===== src/design/dfia_ram.sv =====
// Generic single-port-write, single-port-read RAM with registered read data.
module dfia_ram #(
  parameter int WIDTH = 8,
  parameter int DEPTH = 16,
  parameter int AW    = $clog2(DEPTH)
) (
  input  logic             clk_i,
  input  logic             we_i,
  input  logic [AW-1:0]    waddr_i,
  input  logic [WIDTH-1:0] wdata_i,
  input  logic             re_i,
  input  logic [AW-1:0]    raddr_i,
  output logic [WIDTH-1:0] rdata_o
);

  logic [WIDTH-1:0] mem_q [DEPTH];
  logic [WIDTH-1:0] rdata_q;

  // Write port
  always_ff @(posedge clk_i) begin
    if (we_i) begin
      mem_q[waddr_i] <= wdata_i;
    end
  end

  // Registered read port
  always_ff @(posedge clk_i) begin
    if (re_i) begin
      rdata_q <= mem_q[raddr_i];
    end
  end

  assign rdata_o = rdata_q;

endmodule


===== config.mk =====
export PLATFORM = sky130hd
export DESIGN_NAME = dfia_ram
export DESIGN_NICKNAME = d
export VERILOG_FILES = /design/src/design/dfia_ram.sv
export SDC_FILE = /design/constraint.sdc
export NUM_CORES = 1
export LEC_CHECK = 0
export BUFFER_PORTS_ARGS = -buffer_cell sky130_fd_sc_hd__buf_2
export CAP_MARGIN = 0
export CORE_ASPECT_RATIO = 1.1
export CORE_UTILIZATION = 54
export DETAILED_ROUTE_END_ITERATION = 6
export GPL_TIMING_DRIVEN = 0
export PLACE_DENSITY = 0.73
export SETUP_SLACK_MARGIN = 0.02
export SLEW_MARGIN = 10
export SYNTH_ARGS = -nofsm -noshare
export SYNTH_HDL_FRONTEND = slang
export SYNTH_SLANG_ARGS = --single-unit

===== constraint.sdc =====
create_clock -name clk_i -period 1.9 [get_ports clk_i]
set_clock_uncertainty 0.1 [all_clocks]
set_input_delay 0.285 -clock clk_i [delete_from_list [all_inputs] [get_ports clk_i]]
set_output_delay 0.285 -clock clk_i [all_outputs]
set_load 0.01 [all_outputs]

==> results.json, run 1 <==
{
  "dp_cells": 371,
  "ys_warn_count": 0,
  "cp_max_fo": 1,
  "place_area_um2": 5499,
  "area_delta_synth_final_pct": 15.96,
  "yosysSeqAreaShare": 0.7812,
  "start_util": 0.5563,
  "antenna_found_initial": 0,
  "arrival_ns": 1.82,
  "reg2reg_from": "mem_q[5][1]",
  "cpPeakStageDelay_ns": 0.56,
  "slew_headroom": 0.4291,
  "die_area_um2": 10080,
  "grt_pass1_vias": 2448,
  "overflow": 0,
  "design_area_um2": 6062,
  "yosys_register_bits": 136,
  "synth_nets": 248,
  "cts_max_path_buffers": 2,
  "critical_path.startpoint": "mem_q[5][1]",
  "setup_viol": 0,
  "antenna_cells": 0,
  "power_density_nw_per_um2": 1097,
  "drc": 0,
  "synth_largest_area_cell": "edfxtp_1",
  "ios": 27,
  "place.port_buffers": 25,
  "pwr-share-seq": 0.511,
  "hp-start": "wdata_i[5]",
  "synth_edf_count": 136,
  "grtUsageTotal": 0.2164,
  "slowest_stage": "mux4_1",
  "ir_drop_mv": 0.6194,
  "drive_gt1_frac": 0.2962,
  "grt_setup_unrepaired": "no",
  "hp-class": "in -> reg",
  "synthFlopType": "edfxtp_1",
  "clk_latency_ns": 0.52,
  "start_kind": "flop",
  "path_cells": "mux4_1, a22oi_1, nand2_1",
  "die_w_um": 95.81,
  "synth.distinct_cells": 18,
  "finalHoldViolations": 0,
  "p_clk_frac": 0.441,
  "internal_power_mw": 5.342,
  "root_buffer": "clkbuf_8",
  "cts_tree": "done",
  "cts_inserted_buffers": 17,
  "synthCells": 229,
  "htree_levels": 4,
  "synth_common_cells": "edfxtp_1 (136), mux4_2 (18), a22oi_1 (16)",
  "leakage_nw": 2.034,
  "synthTopCellsByArea": "edfxtp_1 (78%), mux4_2 (7.8%), mux4_1 (7.0%)",
  "setup.worst_path.end_class": "flop",
  "drt-vias-per-instance": 6.099,
  "firstDrtPassIters": 5,
  "grt_max_degree": 17,
  "fin_nets": 293,
  "worstSetupPathType": "reg -> reg",
  "ys_async_sr_fraction": 0,
  "hpwl_mm": 6.082,
  "core_um2": 9398,
  "vias": 2464,
  "worstMarginPinSlew_ns": 0.8532,
  "comb_power_share": 0.048,
  "slew_viol_final": 0,
  "p_sw_mw": 1.306,
  "rows": 37,
  "grt_pass1_wl_mm": 14.48,
  "ant_nets": 0,
  "fin_cells": 404,
  "synth_top_area_frac": 0.7812,
  "clk_pin_slew_ns": 0.06,
  "min_period_over_period": 0.8743,
  "rrSetupSlack_ns": 0.24,
  "fmax_mhz": 602.0,
  "yosysMostFrequentCell": "edfxtp_1",
  "status": "finished clean",
  "routabilityCongestion": 0.7064,
  "min_period_ns": 1.661,
  "cp.required_ns": 2.06,
  "syn_area_per_cell_um2": 22.83,
  "wl_per_cell_um": 23.73,
  "maxCapViolCount": 0,
  "post-route-util": 0.6451,
  "drt_iter0_markers": 329,
  "die_h_um": 105.2,
  "swShare": 0.1964,
  "syn_area_um2": 5228,
  "drt_wl_total_mm": 9.585,
  "clkSinkCount": 136
}
## logic make-up after synthesis
logic type             count (synthesis)  share of synthesized area
AOI/OAI and AO/OA                     16                    0.02298
muxes                                 32                     0.1479
DFF                                  136                     0.7812
buffers and inverters                 10                    0.01651
and+or+nand+nor                       35                    0.03136
## per-layer routing
metal	vias up	global-route usage	share of wire
met3	14	0.04367	0.055
met1	1269	0.2962	0.42
met5	-	0	0
met4	0	0.1077	0.022
met2	108	0.3321	0.50
li1	1073	-	-
## registers in the layout, summed over array words and instances, names as in the netlist
register and count:
rdata_o 8, mem_q 128
## cell usage in the layout, fill, tap and decap left out
cell type,count
nor2b_1,1
a22oi_1,16
buf_6,3
clkinv_1,3
mux4_2,18
nand3b_1,2
clkbuf_16,16
nand2_1,9
nand3_1,1
nor3_2,4
clkbuf_1,2
buf_4,1
or3b_2,1
nand2b_1,2
dlygate4sd3_1,1
mux4_1,14
clkdlybuf4s25_2,3
nor2_1,13
bufinv_16,2
clkinv_2,8
clkbuf_8,1
buf_2,28
and2b_1,1
and2_1,1
edfxtp_1,136
## critical path: cells and delay by family (launching register included)
family | cells | cell delay [ns]
AND/OR/NAND/NOR | 1 | 0.10
AO/OA/AOI/OAI | 1 | 0.28
multiplexers | 1 | 0.56
flip-flops | 1 | 0.36
## cell type report
type | count | area, um2
buffer | 10 | 86.33
fill | 632 | 3336
multi-input combinational | 83 | 1077
clock inverter | 13 | 111.4
tap | 117 | 146.4
clock buffer | 19 | 421.7
timing repair buffer | 26 | 135.1
sequential | 136 | 4084
## power by group through the flow
stage	Sequential, mW	Combinational, mW	Clock, mW
3_5_place_dp	3.46	0.319	0
3_3_place_gp	3.45	0.309	0
6_report	3.40	0.321	2.93
4_1_cts	3.40	0.322	2.95
2_1_floorplan	3.46	0.171	0
5_1_grt	3.40	0.346	3.07
## metrics by stage
step	hold WS (ns)	total power [mW]	TNS (ns)	setup WS, ns
floorplan	0.2839	3.634	0	0.02213
global route	0.06753	6.818	0	0.2031
detailed placement	0.5451	3.778	-13.08	-0.5499
CTS	0.04183	6.676	0	0.2115
finish	0.06577	6.648	0	0.2388
global placement	0.5239	3.762	-12.24	-0.5421
## repair_timing
item	CTS	global route
resized for setup	1	0
hold endpoints to repair	7	0
setup endpoints to repair	8	0
hold buffers	1	0
setup buffers	0	0
## final timing paths
| path | to | cells after the start |
|---|---|---|
| worst max-delay path | rdata_o[1] | 3 |
| worst min register to register | rdata_o[2] | 3 |
| worst min-delay path | mem_q[11][5] | 1 |
| worst max register to register | rdata_o[1] | 3 |
(Power assumes the default switching activity.)
==> run 2, diff against run 1 <==
- ABC_CLOCK_PERIOD_IN_PS: default -> 1900
- CORE_MARGIN: default -> 3
==> run 2 against run 1 <==
  * Critical endpoint is now rdata_o[0]
  * Register-to-register slack got worse by 0.07 ns
  * Maximum frequency shrank 4.0%
  * Setup slack worse by 0.069 ns
  * Global-route usage decreased by 2.0 points
  * Combinational power about the same
  * Clock-buffer cell count up 3
  * Worst hold slack worse by 0.012 ns
  * Die area grew 8.1%
==> results.json, run 2 (synthesized netlist as in run 1, its figures left out) <==
{
  "maxCapViolCount": 0,
  "firstDrtPassIters": 4,
  "rows": 37,
  "vias": 2447,
  "reg2reg_from": "mem_q[5][0]",
  "status": "finished clean",
  "setup_viol": 0,
  "area_delta_synth_final_pct": 14.60,
  "slew_headroom": 0.2414,
  "setup_slack_ns": 0.1695,
  "antenna_found_initial": 0,
  "clk_latency_ns": 0.52,
  "seq_area_um2": 4084,
  "place_area_um2": 5499,
  "drt_iter0_markers": 224,
  "ant_nets": 0,
  "grt_max_degree": 17,
  "arrival_ns": 1.89,
  "worstSetupPathType": "reg -> reg",
  "grt_setup_unrepaired": "no",
  "pwr-share-seq": 0.537,
  "die_w_um": 99.81,
  "cp_max_fo": 1,
  "wl_per_cell_um": 23.71,
  "setup.worst_path.end_class": "flop",
  "layout_commonest_cell": "edfxtp_1",
  "critical_path.startpoint": "mem_q[5][0]",
  "slowest_stage": "mux4_1",
  "fin_nets": 293,
  "start_kind": "flop",
  "ios": 27,
  "place.port_buffers": 25,
  "grt_pass1_vias": 2473,
  "internal_power_mw": 5.066,
  "pre_cts_slack_ns": -0.6018,
  "start_util": 0.5563,
  "drive_gt1_frac": 0.2702,
  "multiInputGateArea_um2": 1072,
  "final_cell_mix": "edfxtp_1 (136), buf_2 (28), mux4_2 (18)",
  "routabilityCongestion": 0.7180,
  "core_um2": 9398,
  "overflow": 0,
  "hp-start": "wdata_i[5]",
  "htree_levels": 4,
  "min_period_over_period": 0.9108,
  "cts_max_path_buffers": 2,
  "cp.required_ns": 2.06,
  "cts_tree": "done",
  "hpwl_mm": 5.923,
  "path_cells": "mux4_1, a22oi_1, nand2_1",
  "grtUsageTotal": 0.1964,
  "cts_inserted_buffers": 17,
  "clk_pin_slew_ns": 0.06,
  "drt_wl_total_mm": 9.531,
  "drc": 0,
  "cpPeakStageDelay_ns": 0.58,
  "finalHoldViolations": 0,
  "design_area_um2": 5991,
  "worstMarginPinSlew_ns": 1.129,
  "p_clk_frac": 0.413,
  "hold_ws_ns": 0.05336,
  "antenna_cells": 0,
  "min_period_ns": 1.730,
  "die_area_um2": 10900,
  "drt-vias-per-instance": 6.087,
  "comb_power_share": 0.050,
  "slew_viol_final": 0,
  "fmax_mhz": 577.9,
  "root_buffer": "clkbuf_8",
  "ir_drop_mv": 0.6500,
  "swShare": 0.2000,
  "grt_pass1_wl_mm": 14.51,
  "power_density_nw_per_um2": 1057,
  "largest_reg_flops": 128,
  "fillerInstances": 626,
  "leakage_nw": 1.991,
  "die_h_um": 109.2,
  "p_total_mw": 6.333,
  "cts_setup_buffers": 0,
  "clkSinkCount": 136,
  "hp-class": "in -> reg",
  "largest_register": "mem_q",
  "p_sw_mw": 1.267
}
==> run 2: changes by cell type in the layout (fill, tap and decap cells not counted) <==
cell	change
clkinv_2	-5
clkbuf_1	+3
bufinv_16	-2
clkinv_1	+2
nor3_1	+1
nor3_2	-1
==> run 2: stage by stage <==
stage | utilization | instances | setup TNS, ns
finish | 0.6375 | 402 | 0
global route | 0.6375 | 402 | 0
CTS | 0.6364 | 402 | 0
detailed placement | 0.5851 | 371 | -12.40
global placement | 0.5851 | 371 | -11.65
floorplan | - | 229 | 0
==> run 2: power by group through the flow <==
stage / sequential [mW] / combinational (mW) / clock (mW)
CTS: 3.40 / 0.321 / 2.65
detailed placement: 3.46 / 0.318 / 0
floorplan: 3.46 / 0.171 / 0
global route: 3.40 / 0.347 / 2.80
global placement: 3.45 / 0.309 / 0
finish: 3.40 / 0.319 / 2.62
==> run 2: final cells by class <==
cell class | instances | area share
buffer | 10 | 0.01441
clock buffer | 22 | 0.07226
clock inverter | 8 | 0.005639
multi-input combinational | 83 | 0.1790
sequential | 136 | 0.6817
tap | 117 | 0.02444
timing repair buffer | 26 | 0.02256
==> run 2: worst max-delay path: cells and delay by family (launching register included) <==
kind / cells / cell delay [ns]
AO/OA/AOI/OAI: 1 / 0.30
flip-flops: 1 / 0.38
multiplexers: 1 / 0.58
AND/OR/NAND/NOR: 1 / 0.11
==> run 2: per-layer routing <==
layer,part of all wire,vias to the layer above,GRT usage,wire [um]
met5,0,-,0,0
li1,-,1070,-,-
met4,0.022,0,0.08390,210
met3,0.068,17,0.06590,650
met2,0.49,81,0.2969,4709
met1,0.42,1279,0.2642,3960
==> run 2: worst paths after layout <==
kind	cells after the start	slack [ns]	to
max	3	0.17	rdata_o[0]
max reg2reg	3	0.17	rdata_o[0]
min	1	0.05	mem_q[6][5]
min reg2reg	3	0.67	rdata_o[1]
==> run 2: what timing repair did <==
| item | 4_1_cts | 5_1_grt |
|---|---|---|
| endpoints found under the hold margin | 8 | 0 |
| gates resized for setup | 1 | 0 |
| setup endpoints to repair | 8 | 0 |
| hold buffers | 1 | 0 |
==> run 3, diff against run 2 <==
- SETUP_SLACK_MARGIN: 0.02 -> 0.2
==> run 3 against run 2 <==
  * Non-clock buffer count unchanged
  * Global-route usage barely moved
  * Sequential cell count is the same
  * Die area unchanged
  * Via count shrank 0.37%
  * Critical endpoint is now rdata_o[3]
  * Largest power group unchanged
==> results.json, run 3 (synthesized netlist as in run 1, its figures left out) <==
{
  "start_kind": "flop",
  "fin_nets": 293,
  "worstHoldEndpoint": "mem_q[15][1]",
  "clk_latency_ns": 0.52,
  "die_w_um": 99.81,
  "rows": 37,
  "setup_slack_ns": 0.2816,
  "vias": 2438,
  "cp.required_ns": 2.06,
  "slew_viol_final": 0,
  "rrSetupSlack_ns": 0.28,
  "leakage_nw": 2.048,
  "root_buffer": "clkbuf_8",
  "finalHoldViolations": 0,
  "htree_levels": 4,
  "start_util": 0.5563,
  "cts_inserted_buffers": 17,
  "min_period_over_period": 0.8518,
  "arrival_ns": 1.78,
  "place.port_buffers": 25,
  "post-route-util": 0.6520,
  "layout_commonest_cell": "edfxtp_1",
  "fmax_mhz": 617.9,
  "grt_setup_unrepaired": "no",
  "clkSinkCount": 136,
  "cts_tree": "done",
  "ios": 27,
  "final_cell_mix": "edfxtp_1 (136), buf_2 (28), mux4_2 (18)",
  "wl_per_cell_um": 23.97,
  "hpwl_mm": 6.051,
  "antenna_found_initial": 0,
  "firstDrtPassIters": 4,
  "status": "finished clean",
  "drive_gt1_frac": 0.3101,
  "largest_register": "mem_q",
  "min_period_ns": 1.618,
  "dp_cells": 371,
  "cp_max_fo": 1,
  "pre_cts_slack_ns": -0.2699,
  "rr_endpoint": "rdata_o[3]",
  "worstSetupPathType": "reg -> reg",
  "routabilityCongestion": 0.6795,
  "drt-vias-per-instance": 6.035,
  "drt_wl_total_mm": 9.684,
  "area_delta_synth_final_pct": 17.21,
  "grtUsageTotal": 0.1965,
  "hp-start": "wdata_i[1]",
  "grt_pass1_vias": 2415,
  "cts_setup_buffers": 0,
  "slew_headroom": 0.1989,
  "maxCapViolCount": 0,
  "core_um2": 9398,
  "overflow": 0,
  "drt_iter0_markers": 233,
  "grt_max_degree": 17,
  "rr_worst_depth": 3,
  "drc": 0,
  "ant_nets": 0,
  "largest_reg_flops": 128,
  "fin_cells": 404,
  "antenna_cells": 0,
  "die_h_um": 109.2,
  "setup_viol": 0,
  "worstMarginPinSlew_ns": 1.192,
  "clk_pin_slew_ns": 0.06,
  "ir_drop_mv": 0.5048,
  "cts_max_path_buffers": 2,
  "hp-class": "in -> reg",
  "reg2reg_from": "mem_q[5][3]",
  "setup.worst_path.end_class": "flop",
  "hold_ws_ns": 0.07575,
  "die_area_um2": 10900,
  "grt_pass1_wl_mm": 14.58,
  "worstHoldPathCells": 1,
  "power_density_nw_per_um2": 1141
}
## run 3: changes by cell type in the layout (fill, tap and decap cells not counted), sizes merged
cell,change
bufinv,+4
clkinvlp,+4
clkbuf,-5
clkinv,-1
## run 3: worst max-delay path by stage
| stage | start | to | slack (ns) |
|---|---|---|---|
| 2_1_floorplan | raddr_i[0] | rdata_o[1] | 0.23 |
| 3_3_place_gp | waddr_i[2] | mem_q[8][7] | -0.26 |
| 3_5_place_dp | waddr_i[2] | mem_q[8][1] | -0.27 |
| 4_1_cts | mem_q[5][2] | rdata_o[2] | 0.24 |
| 5_1_grt | mem_q[4][0] | rdata_o[0] | 0.24 |
| 6_report | mem_q[5][3] | rdata_o[3] | 0.28 |
## run 3: area by class of cell
class	count	area (um2)
Fill cell	605	3271
Buffer	10	86.33
Multi-Input combinational cell	83	1077
Clock buffer	17	414.1
Timing Repair Buffer	26	135.1
Sequential cell	136	4084
Clock inverter	15	183.9
Tap cell	117	146.4
## run 3: per-stage QoR
step | TNS (ns) | instance area [um2] | power [mW]
2_1_floorplan | 0 | 5233 | 3.634
3_3_place_gp | -7.881 | 5504 | 3.761
3_5_place_dp | -8.836 | 5504 | 3.777
4_1_cts | 0 | 6117 | 7.036
5_1_grt | 0 | 6127 | 7.193
6_report | 0 | 6127 | 6.989
## run 3: report_power, final
part           total, mW  switching [mW]  leakage [nW]  internal, mW
clock network       3.27            1.16         0.287          2.11
logic              0.323           0.190         0.525         0.133
registers           3.40          0.0148          1.24          3.38
total               6.99            1.37          2.05          5.62
## run 3: layer usage
metal / global-route usage / routed length, um
met5: 0 / 0
met4: 0.06146 / 82
met3: 0.06078 / 547
met2: 0.3046 / 4880
met1: 0.2709 / 4174
## run 3: critical path: stages, from the launching register on
cell	delay, ns
edfxtp_1	0.37
mux4_1	0.56
a22oi_1	0.26
nand2_1	0.08
## run 3: what timing repair did
action / in CTS / in global routing
gates resized for setup: 1 / 1
endpoints found under the hold margin: 8 / 0
hold buffers: 1 / 0
setup endpoints to repair: 1 / 1
